===== src/design/ldpc_bf_pkg.sv =====
`timescale 1ns / 1ps
`default_nettype none
// ----------------------------------------------------------------------------
// ldpc_bf_pkg
// Shared constants and controller/datapath command types for the decoder.
// ----------------------------------------------------------------------------
package ldpc_bf_pkg;

    // iteration count / flip count width
    localparam int ITER_W = 6;
    localparam logic [ITER_W-1:0] ITER_RESET = 6'd10;

    // configuration register indexes
    localparam logic CFG_MATRIX = 1'b0;
    localparam logic CFG_ITER   = 1'b1;

    typedef struct packed {
        logic              load;     // take a new received word
        logic              flip;     // flip the selected bit
        logic              capture;  // write the result into the output register
        logic              ok;       // result status for capture
        logic [ITER_W-1:0] flips;    // flips done so far
    } ldpc_bf_cmd_t;

    typedef struct packed {
        logic syn_zero;              // all checks hold for the current word
    } ldpc_bf_status_t;

endpackage
`default_nettype wire


===== src/design/ldpc_bf_if.sv =====
`timescale 1ns / 1ps
`default_nettype none
// ----------------------------------------------------------------------------
// ldpc_bf_in_if / ldpc_bf_out_if
// Valid/ready channels for received words and decode results.
// ----------------------------------------------------------------------------
interface ldpc_bf_in_if #(
    parameter int WORD_W = 6
);
    logic              valid;
    logic              ready;
    logic [WORD_W-1:0] received_word;

    modport source (output valid, output received_word, input ready);
    modport sink   (input valid, input received_word, output ready);
endinterface

interface ldpc_bf_out_if #(
    parameter int WORD_W = 6,
    parameter int CNT_W  = 6
);
    logic              valid;
    logic              ready;
    logic [WORD_W-1:0] decoded_word;
    logic              decode_ok;
    logic [CNT_W-1:0]  flips_done;

    modport source (output valid, output decoded_word, output decode_ok,
                    output flips_done, input ready);
    modport sink   (input valid, input decoded_word, input decode_ok,
                    input flips_done, output ready);
endinterface
`default_nettype wire


===== src/design/ldpc_bit_flip_decoder.sv =====
`timescale 1ns / 1ps
`default_nettype none
// ----------------------------------------------------------------------------
// ldpc_bit_flip_decoder
// Hard-decision bit-flipping decoder for one short codeword per word.
//
// din carries received_word; dout carries decoded_word, decode_ok and
// flips_done, one result per input. Both use valid/ready, a word moves
// when both are high. cfg_we/cfg_index/cfg_data write the check matrix
// (index 0) and the iteration budget (index 1); write only while idle.
// After a word is accepted the sequencer runs one check-and-flip
// iteration per cycle, flipping one bit each time, until all checks
// hold or the flip count reaches the iteration budget (default 10).
// A single iteration unit serves; one word is decoded at a time.
// Results sit in an output register, so a new word is accepted while
// the previous result still waits. If the receiver stalls and the
// register is full, the finished word holds in the decoder until it
// frees. Reset clears the handshake state and loads the default matrix
// and an iteration budget of 10.
// ----------------------------------------------------------------------------
module ldpc_bit_flip_decoder
    import ldpc_bf_pkg::*;
#(
    parameter int CHECK_ROWS    = 3,
    parameter int CODE_BITS     = 6,
    parameter int MATRIX_RESET  = 211357
)(
    input  wire logic                  clk,
    input  wire logic                  rst_n,
    ldpc_bf_in_if.sink                 din,
    ldpc_bf_out_if.source              dout,
    input  wire logic                  cfg_we,
    input  wire logic                  cfg_index,
    input  wire logic [((CHECK_ROWS*CODE_BITS > ITER_W) ?
                        CHECK_ROWS*CODE_BITS : ITER_W)-1:0] cfg_data
);

    localparam int MAT_W = CHECK_ROWS * CODE_BITS;

    logic [MAT_W-1:0]  matrix_reg;
    logic [ITER_W-1:0] max_iter_reg;
    ldpc_bf_cmd_t      cmd;
    ldpc_bf_status_t   status;

    always_ff @(posedge clk or negedge rst_n)
    begin
        if (!rst_n)
        begin
            matrix_reg   <= MAT_W'(MATRIX_RESET);
            max_iter_reg <= ITER_RESET;
        end
        else if (cfg_we)
        begin
            case (cfg_index)
                CFG_MATRIX: matrix_reg   <= cfg_data[MAT_W-1:0];
                CFG_ITER:   max_iter_reg <= cfg_data[ITER_W-1:0];
                default:    ;
            endcase
        end
    end

    ldpc_bf_ctrl u_ctrl (
        .clk       (clk),
        .rst_n     (rst_n),
        .in_valid  (din.valid),
        .in_ready  (din.ready),
        .out_ready (dout.ready),
        .out_valid (dout.valid),
        .max_iter  (max_iter_reg),
        .status    (status),
        .cmd       (cmd)
    );

    ldpc_bf_dp #(
        .CHECK_ROWS (CHECK_ROWS),
        .CODE_BITS  (CODE_BITS)
    ) u_dp (
        .clk       (clk),
        .matrix    (matrix_reg),
        .in_word   (din.received_word),
        .cmd       (cmd),
        .status    (status),
        .res_word  (dout.decoded_word),
        .res_ok    (dout.decode_ok),
        .res_flips (dout.flips_done)
    );

    // result register is never overwritten while a word is still pending
    a_capture_free: assert property (@(posedge clk) disable iff (!rst_n)
        cmd.capture |-> (!dout.valid || dout.ready))
        else $error("result captured over an untaken word");

    a_capture_valid: assert property (@(posedge clk) disable iff (!rst_n)
        cmd.capture |=> dout.valid)
        else $error("captured result not presented");

    // flip count stays within the budget while decoding
    a_flip_budget: assert property (@(posedge clk) disable iff (!rst_n)
        !din.ready |-> (cmd.flips <= max_iter_reg))
        else $error("flip count beyond iteration budget");

    a_busy_after_accept: assert property (@(posedge clk) disable iff (!rst_n)
        (din.valid && din.ready) |=> !din.ready)
        else $error("second word accepted while decoding");

endmodule
`default_nettype wire


===== src/design/ldpc_bf_ctrl.sv =====
`timescale 1ns / 1ps
`default_nettype none
// ----------------------------------------------------------------------------
// ldpc_bf_ctrl
// Sequencer: accepts a word, runs one check-and-flip iteration per cycle,
// and hands the result to the output register when it is free.
// ----------------------------------------------------------------------------
module ldpc_bf_ctrl
    import ldpc_bf_pkg::*;
(
    input  wire logic              clk,
    input  wire logic              rst_n,
    input  wire logic              in_valid,
    output logic                   in_ready,
    input  wire logic              out_ready,
    output logic                   out_valid,
    input  wire logic [ITER_W-1:0] max_iter,
    input  wire ldpc_bf_status_t   status,
    output ldpc_bf_cmd_t           cmd
);

    localparam logic [1:0] ST_IDLE = 2'd0;
    localparam logic [1:0] ST_RUN  = 2'd1;
    localparam logic [1:0] ST_HOLD = 2'd2;

    logic [1:0]        state_reg, state_next;
    logic [ITER_W-1:0] iter_reg, iter_next;
    logic              ok_reg, ok_next;
    logic              out_valid_reg, out_valid_next;
    logic              slot_free;
    logic              iter_out;

    assign slot_free = !out_valid_reg || out_ready;
    assign iter_out  = (iter_reg == max_iter);
    assign in_ready  = (state_reg == ST_IDLE);
    assign out_valid = out_valid_reg;

    always_comb
    begin
        state_next  = state_reg;
        iter_next   = iter_reg;
        ok_next     = ok_reg;
        cmd.load    = 1'b0;
        cmd.flip    = 1'b0;
        cmd.capture = 1'b0;
        cmd.ok      = ok_reg;
        cmd.flips   = iter_reg;
        unique case (state_reg)
            ST_IDLE:
            begin
                if (in_valid)
                begin
                    cmd.load   = 1'b1;
                    iter_next  = '0;
                    state_next = ST_RUN;
                end
            end
            ST_RUN:
            begin
                if (iter_out || status.syn_zero)
                begin
                    // success only if checks pass before the budget is spent
                    ok_next = !iter_out && status.syn_zero;
                    cmd.ok  = ok_next;
                    if (slot_free)
                    begin
                        cmd.capture = 1'b1;
                        state_next  = ST_IDLE;
                    end
                    else
                    begin
                        state_next = ST_HOLD;
                    end
                end
                else
                begin
                    cmd.flip  = 1'b1;
                    iter_next = iter_reg + 1'b1;
                end
            end
            ST_HOLD:
            begin
                if (slot_free)
                begin
                    cmd.capture = 1'b1;
                    state_next  = ST_IDLE;
                end
            end
            default:
            begin
                state_next = ST_IDLE;
            end
        endcase
    end

    always_comb
    begin
        out_valid_next = out_valid_reg;
        if (cmd.capture)
            out_valid_next = 1'b1;
        else if (out_ready)
            out_valid_next = 1'b0;
    end

    always_ff @(posedge clk or negedge rst_n)
    begin
        if (!rst_n)
        begin
            state_reg     <= ST_IDLE;
            iter_reg      <= '0;
            ok_reg        <= 1'b0;
            out_valid_reg <= 1'b0;
        end
        else
        begin
            state_reg     <= state_next;
            iter_reg      <= iter_next;
            ok_reg        <= ok_next;
            out_valid_reg <= out_valid_next;
        end
    end

endmodule
`default_nettype wire


===== src/design/ldpc_bf_dp.sv =====
`timescale 1ns / 1ps
`default_nettype none
// ----------------------------------------------------------------------------
// ldpc_bf_dp
// Word register, syndrome, per-bit failed-check counts, argmax select,
// bit flip and the output result register.
// ----------------------------------------------------------------------------
module ldpc_bf_dp
    import ldpc_bf_pkg::*;
#(
    parameter int CHECK_ROWS = 3,
    parameter int CODE_BITS  = 6
)(
    input  wire logic                            clk,
    input  wire logic [CHECK_ROWS*CODE_BITS-1:0] matrix,
    input  wire logic [CODE_BITS-1:0]            in_word,
    input  wire ldpc_bf_cmd_t                    cmd,
    output ldpc_bf_status_t                      status,
    output logic [CODE_BITS-1:0]                 res_word,
    output logic                                 res_ok,
    output logic [ITER_W-1:0]                    res_flips
);

    localparam int CNT_W = $clog2(CHECK_ROWS + 1);
    localparam int IDX_W = $clog2(CODE_BITS);

    logic [CODE_BITS-1:0]  word_reg;
    logic [CODE_BITS-1:0]  res_word_reg;
    logic                  res_ok_reg;
    logic [ITER_W-1:0]     res_flips_reg;
    logic [CHECK_ROWS-1:0] syn;
    logic [CNT_W-1:0]      count [CODE_BITS];
    logic [CNT_W-1:0]      best_cnt;
    logic [IDX_W-1:0]      best_idx;
    logic [CODE_BITS-1:0]  flip_mask;

    always_comb
    begin
        for (int r = 0; r < CHECK_ROWS; r++)
            syn[r] = ^(matrix[r*CODE_BITS +: CODE_BITS] & word_reg);
    end

    assign status.syn_zero = (syn == '0);

    // failed checks touching each bit
    always_comb
    begin
        for (int c = 0; c < CODE_BITS; c++)
        begin
            count[c] = '0;
            for (int r = 0; r < CHECK_ROWS; r++)
                count[c] = count[c] + CNT_W'(syn[r] & matrix[r*CODE_BITS + c]);
        end
    end

    // strict compare keeps the lowest index on ties
    always_comb
    begin
        best_cnt = count[0];
        best_idx = '0;
        for (int c = 1; c < CODE_BITS; c++)
        begin
            if (count[c] > best_cnt)
            begin
                best_cnt = count[c];
                best_idx = IDX_W'(c);
            end
        end
    end

    always_comb
    begin
        flip_mask = '0;
        flip_mask[best_idx] = 1'b1;
    end

    always_ff @(posedge clk)
    begin
        if (cmd.load)
            word_reg <= in_word;
        else if (cmd.flip)
            word_reg <= word_reg ^ flip_mask;
        if (cmd.capture)
        begin
            res_word_reg  <= word_reg;
            res_ok_reg    <= cmd.ok;
            res_flips_reg <= cmd.flips;
        end
    end

    assign res_word  = res_word_reg;
    assign res_ok    = res_ok_reg;
    assign res_flips = res_flips_reg;

endmodule
`default_nettype wire

===== src/flat_wrapper.sv =====
// flat-port wrapper written by rule: the top's interface ports become plain ports
module ldpc_bit_flip_decoder_flat import ldpc_bf_pkg::*;
#(
    parameter int CHECK_ROWS    = 3,
    parameter int CODE_BITS     = 6,
    parameter int MATRIX_RESET  = 211357
)
  (clk, rst_n, cfg_we, cfg_index, cfg_data, din_valid, din_received_word, din_ready, dout_valid, dout_decoded_word, dout_decode_ok, dout_flips_done, dout_ready);
  ldpc_bf_in_if din_i ();
  ldpc_bf_out_if dout_i ();
  input  wire logic clk;
  input  wire logic rst_n;
  input  wire logic cfg_we;
  input  wire logic cfg_index;
  input  wire logic [((CHECK_ROWS*CODE_BITS > ITER_W) ?
                        CHECK_ROWS*CODE_BITS : ITER_W)-1:0] cfg_data;
  input wire logic [$bits(din_i.valid)-1:0] din_valid;
  input wire logic [$bits(din_i.received_word)-1:0] din_received_word;
  output wire logic [$bits(din_i.ready)-1:0] din_ready;
  output wire logic [$bits(dout_i.valid)-1:0] dout_valid;
  output wire logic [$bits(dout_i.decoded_word)-1:0] dout_decoded_word;
  output wire logic [$bits(dout_i.decode_ok)-1:0] dout_decode_ok;
  output wire logic [$bits(dout_i.flips_done)-1:0] dout_flips_done;
  input wire logic [$bits(dout_i.ready)-1:0] dout_ready;
  assign din_i.valid = din_valid;
  assign din_i.received_word = din_received_word;
  assign din_ready = din_i.ready;
  assign dout_valid = dout_i.valid;
  assign dout_decoded_word = dout_i.decoded_word;
  assign dout_decode_ok = dout_i.decode_ok;
  assign dout_flips_done = dout_i.flips_done;
  assign dout_i.ready = dout_ready;
  ldpc_bit_flip_decoder #(.CHECK_ROWS(CHECK_ROWS), .CODE_BITS(CODE_BITS), .MATRIX_RESET(MATRIX_RESET)) u_core (.clk(clk), .rst_n(rst_n), .din(din_i), .dout(dout_i), .cfg_we(cfg_we), .cfg_index(cfg_index), .cfg_data(cfg_data));
endmodule

===== config.mk =====
export PLATFORM = sky130hd
export DESIGN_NAME = ldpc_bit_flip_decoder_flat
export DESIGN_NICKNAME = d
export VERILOG_FILES = /design/src/design/ldpc_bf_pkg.sv /design/src/design/ldpc_bf_if.sv /design/src/design/ldpc_bit_flip_decoder.sv /design/src/design/ldpc_bf_ctrl.sv /design/src/design/ldpc_bf_dp.sv /design/src/flat_wrapper.sv
export SDC_FILE = /design/constraint.sdc
export NUM_CORES = 1
export LEC_CHECK = 0
export BUFFER_PORTS_ARGS = -buffer_cell sky130_fd_sc_hd__buf_2
export CORE_MARGIN = 10
export CORE_UTILIZATION = 55
export DETAILED_ROUTE_END_ITERATION = 12
export PLACE_DENSITY = 0.79
export SYNTH_ARGS = -nofsm -noshare
export SYNTH_HDL_FRONTEND = slang
export SYNTH_SLANG_ARGS = --single-unit

===== constraint.sdc =====
create_clock -name clk -period 8.13 [get_ports clk]
set_input_delay 0.813 -clock clk [delete_from_list [all_inputs] [get_ports clk]]
set_output_delay 0.813 -clock clk [all_outputs]
set_load 0.02 [all_outputs]

==> metrics.md, run 1 <==
| Metric | Value |
|---|---|
| Status | `finished clean` |
| Syn nets | `331` |
| Postcts setup bufs | `0` |
| Core area | `0.00551 mm^2` |
| Clk_skew | `10.1 ps` |
| Die Height | `95.4 um` |
| Critical R2R Capture | `u_core.u_dp.word_reg[1]` |
| Layout cells sized above 1 | `0.322` |
| Clock Sink Count | `53` |
| Total GRT Usage | `0.146` |
| Area growth, synth to finish | `12.6%` |
| Root Driver | `clkbuf_8` |
| Crit path kind | `reg2reg` |
| Highest Clock Rate | `0.137 GHz` |
| Worst-Skew Late Latency | `310 ps` |
| Worst Hold End | `u_core.u_ctrl.ok_reg` |
| Critical Path Slowest Stage Cell | `xnor3_1` |
| Min-Delay Path Class | `reg2reg` |
| Unique cell type count in the Yosys netlist | `45` |
| First-pass GRT wire length | `10500 um` |
| Row count | `27` |
| Asr flop ratio synth | `0.642` |
| Relative slew margins | `0.405` |
| Max FFs per register | `18` |
| Critical path endpoint category | `flip-flop` |
| Die area | `0.00911 mm^2` |
| Sequential-to-total area share from yosys stat | `0.459` |
| Via density | `5.47` |
| Max Cap Violations | `0` |
| Wirelength per Cell | `15.9 um` |
| Xor/xnor share of the synthesized area | `0.0860` |
| Slew Viols, Final | `0` |
| Worst-path clk slew | `100 ps` |
| Total CTS buffers | `5` |
| Final core utilization | `0.640` |
| Worst setup margin | `845 ps` |
| TNS Setup | `0 ps` |
| DRT iter0 DRCs | `159` |
| Post-DP HPWL | `5050 um` |
| Worst r2r src | `u_core.matrix_reg[2]` |
| Final Cycle Share | `0.896` |
| CTS max path bufs | `2` |
| Worst setup SP type | `flip-flop` |
| CTS tree | `yes` |
| ANT nets after route | `0` |
| Critical-path maximum fanout | `8` |
| Adder and majority gate portion of the synthesized area | `0.110` |
| Via count of the first global-routing pass | `2146` |
| Starting density of the core | `0.568` |
| Initial antenna violation count | `0` |
| GRT overflow | `0` |
| Post-Synthesis Cell Area | `0.00313 mm^2` |
| Largest family of logic cells by synthesized area | `simple AND/OR/NAND/NOR gates` |
| Post-Place Worst Slack | `938 ps` |
| Worst reg2reg path depth | `30` |
| Fin nets | `379` |
| Setup violations, final | `0` |
| Most frequent cells in the layout | `buf_2 (44), nand2_1 (36), mux2_2 (25), dfrtp_1 (21), nor2_1 (20)` |
| Synth Flop Type | `dfrtp_1` |
| Vias | `2178` |
| Seq cells post-synth | `53` |
| Hold path startpoint | `u_core.u_ctrl.ok_reg` |
| DRC | `0` |
| GP Congestion | `0.843` |
| Simple-Gate Fraction of Synth Area | `0.135` |
| Largest net degree at the start of global routing | `35` |
| WHS Path Cells | `1` |
| PostCTS Resize Cnt | `0` |
| Syn Area/Cell | `11.3 um^2` |
| Chip Width | `95.4 um` |
| Hold Fails Final Rpt | `0` |
| Ports | `45` |
| Tmin final | `7290 ps` |
| Critical Path RT | `8170 ps` |
| RSZ-0062 raised after global routing | `no` |
| Worst slew pin tran | `889 ps` |
| N_diodes | `0` |
| Leading cell type in the layout, fill and taps excluded | `buf_2` |
| Crit path DAT | `7330 ps` |
| Number of synthesized flops with an enable pin | `19` |
| PortBufs | `44` |
| Post-synthesis mux area share | `0.104` |
| Synth Area in Compound Gates | `0.0796` |
| Final wirelength | `6350 um` |
| DRT Pass-1 Iters | `4` |
| R2R setup slack | `840 ps` |
| # fillers | `419` |
| Cts hold-fix bufs | `0` |
| Mapped Cells | `277` |
| Worst path max stage delay | `570 ps` |
| Synth warnings | `0` |
| H-tree depth | `2` |
[per-stage QoR]
| stage | std cells | area (um^2) | hold slack [ps] |
|---|---|---|---|
| global route | 398 | 3520 | 523 |
| detailed placement | 390 | 3440 | 487 |
| floorplan | 277 | 3130 | 465 |
| global placement | 390 | 3440 | 476 |
| finish | 398 | 3520 | 508 |
| CTS | 398 | 3520 | 512 |
[cells by family after synthesis]
kind of cell,count (synthesis)
and+or+nand+nor,88
muxes,29
AOI/OAI and AO/OA,38
DFF,53
xor gates and xnor gates,24
buffers and inverters,21
adders and majority gates,24
[worst max-delay path, delay by kind of cell (launching register included)]
| family | cells | cell delay [ps] |
|---|---|---|
| AO/OA/AOI/OAI | 10 | 2540 |
| adder cells (fa/ha/maj) | 6 | 1780 |
| XOR/XNOR | 3 | 890 |
| AND/OR/NAND/NOR | 5 | 650 |
| flip-flops | 1 | 550 |
| multiplexers | 1 | 390 |
| buffers and inverters | 5 | 200 |
[synthesized netlist by cell type, types with 3 or more instances]
library cell	n	area, um^2
mux2_2	25	282
edfxtp_1	19	571
inv_1	17	63.8
nor3_1	3	15.0
dfstp_2	13	342
a21oi_1	9	45.0
mux2i_1	3	30.0
and2_1	5	31.3
o21a_1	3	22.5
nor2_1	20	75.1
or2_2	3	18.8
clkbuf_1	3	11.3
xnor2_1	11	96.3
xor2_1	8	70.1
o22ai_1	4	25.0
nand3_1	7	35.0
ha_1	18	225
nand2_1	36	135
o21ai_0	12	60.1
fa_1	6	120
dfrtp_1	21	526
nor2b_1	4	25.0
[layout make-up]
cell class                      count  area [um^2]  share of cell area
Clock buffer                        5         68.8              0.0195
Multi-Input combinational cell    203         1620               0.459
Timing Repair Buffer               45          228              0.0646
Tap cell                           72         90.1              0.0256
Clock inverter                      3         17.5             0.00497
Inverter                           17         63.8              0.0181
Sequential cell                    53         1440               0.408
[routing by layer]
| metal | up-vias | part of all wire | global-route usage |
|---|---|---|---|
| met4 | 0 | 0.0084 | 0.0295 |
| met3 | 10 | 0.068 | 0.0361 |
| met1 | 1041 | 0.47 | 0.195 |
| met2 | 74 | 0.46 | 0.235 |
| met5 | - | 0 | 0 |
| li1 | 1053 | - | - |
[worst max path at each step]
stage / start / endpoint
final: u_core.matrix_reg[2] / u_core.u_dp.word_reg[1]
after floorplan: u_core.matrix_reg[2] / u_core.u_dp.word_reg[1]
after global routing: u_core.matrix_reg[2] / u_core.u_dp.word_reg[1]
after global placement: u_core.matrix_reg[2] / u_core.u_dp.word_reg[1]
after CTS: u_core.u_dp.word_reg[5] / u_core.u_dp.word_reg[1]
after detailed placement: u_core.matrix_reg[2] / u_core.u_dp.word_reg[1]
Power of run 1 is left out: the tool's default activity adds up to more than one toggle a clock period on the data nets, which glitch-free logic cannot reach.
==> run 2, diff against run 1 <==
BUFFER_PORTS_ARGS = not set   (was -buffer_cell sky130_fd_sc_hd__buf_2)
DONT_BUFFER_PORTS = 1   (was not set)
PLACE_DENSITY = 0.72   (was 0.79)
==> metrics.md, run 2 (synthesis gave the netlist of run 1 again) <==
| Metric | Value |
|---|---|
| Final Cycle Share | `0.881` |
| Largest net degree at the start of global routing | `35` |
| N_diodes | `0` |
| Max FFs per register | `18` |
| Leading cell type in the layout, fill and taps excluded | `nand2_1` |
| Cts hold-fix bufs | `0` |
| Crit path buf inv count | `5` |
| PostCTS Resize Cnt | `0` |
| Critical-path maximum fanout | `8` |
| DRT iter0 DRCs | `86` |
| GRT overflow | `0` |
| Max Cap Violations | `0` |
| Post-DP HPWL | `4910 um` |
| Total CTS buffers | `5` |
| Worst setup SP type | `flip-flop` |
| Wirelength per Cell | `17.5 um` |
| Root Driver | `clkbuf_8` |
| Relative slew margins | `0.388` |
| PortBufs | `0` |
| GP Congestion | `0.871` |
| Status | `finished clean` |
| CTS max path bufs | `2` |
| Chip Width | `95.4 um` |
| Die Height | `95.4 um` |
| Clock Sink Count | `53` |
| Worst slew pin tran | `914 ps` |
| Most frequent cells in the layout | `nand2_1 (36), mux2_2 (25), dfrtp_1 (21), nor2_1 (20), edfxtp_1 (19)` |
| ANT nets after route | `0` |
| Top delay family on crit path | `compound AO/OA/AOI/OAI gates` |
| TNS Setup | `0 ps` |
| RSZ-0062 raised after global routing | `no` |
| Critical path endpoint category | `flip-flop` |
| Clk_skew | `7.35 ps` |
| Total GRT Usage | `0.141` |
| Ports | `45` |
| CTS tree | `yes` |
| Seq. cell area | `0.00144 mm^2` |
| Hold Fails Final Rpt | `0` |
| Setup violations, final | `0` |
| Worst path max stage delay | `550 ps` |
| Die area | `0.00911 mm^2` |
| Crit path kind | `reg2reg` |
| Slew Viols, Final | `0` |
| H-tree depth | `2` |
| Critical Path Slowest Stage Cell | `fa_1` |
| Multi-input logic area | `0.00162 mm^2` |
| Min-Delay Path Class | `in2async` |
| DRC | `0` |
| Via density | `5.67` |
| DRT Pass-1 Iters | `4` |
| Worst setup margin | `967 ps` |
| Via count of the first global-routing pass | `1929` |
| Vias | `2000` |
| Highest Clock Rate | `0.140 GHz` |
| # fillers | `430` |
| Tmin final | `7160 ps` |
| R2R setup slack | `970 ps` |
| Final wirelength | `6160 um` |
| First-pass GRT wire length | `9890 um` |
| Fin nets | `334` |
| Layout cells sized above 1 | `0.217` |
| Crit path DAT | `7200 ps` |
| Worst-Skew Late Latency | `310 ps` |
| Row count | `27` |
| Initial antenna violation count | `0` |
| Postcts setup bufs | `0` |
| Area growth, synth to finish | `5.60%` |
| Post-Place Worst Slack | `1000 ps` |
| Starting density of the core | `0.568` |
| Worst-path clk slew | `90 ps` |
| Core area | `0.00551 mm^2` |
| Critical Path RT | `8170 ps` |
-- run 2: worst paths after layout --
path / start / to / cells after the start
setup / recovery: u_core.u_dp.word_reg[5] / u_core.u_dp.word_reg[1] / 30
hold / removal: rst_n / u_core.u_ctrl.iter_reg[5] / 0
setup reg to reg: u_core.u_dp.word_reg[5] / u_core.u_dp.word_reg[1] / 30
hold reg to reg: u_core.u_ctrl.ok_reg / u_core.u_ctrl.ok_reg / 1
max in group asynchronous: rst_n / u_core.matrix_reg[11] / 0
min in group clk: u_core.u_ctrl.ok_reg / u_core.u_ctrl.ok_reg / 1
-- run 2: area by class of cell --
cell class / count / share of cell area
well taps: 72 / 0.0273
clock buffers: 7 / 0.0261
clock inverters: 1 / 0.00189
inverters: 17 / 0.0193
flip-flops and latches: 53 / 0.435
multi-input cells: 203 / 0.490
-- run 2: routing by layer --
layer / track usage / share of wire
met4: 0.0430 / 0.016
met5: 0 / 0
met2: 0.208 / 0.44
met3: 0.0573 / 0.096
met1: 0.185 / 0.45
-- run 2: through the flow --
| stage | util | hold slack [ps] | cell area [um^2] | cells |
|---|---|---|---|---|
| global route | 0.600 | 166 | 3300 | 353 |
| CTS | 0.600 | 178 | 3300 | 353 |
| finish | 0.600 | 190 | 3300 | 353 |
| detailed placement | 0.583 | 511 | 3210 | 345 |
| floorplan | - | 465 | 3130 | 277 |
| global placement | 0.583 | 476 | 3210 | 345 |
Power of run 2 is left out for the same reason.
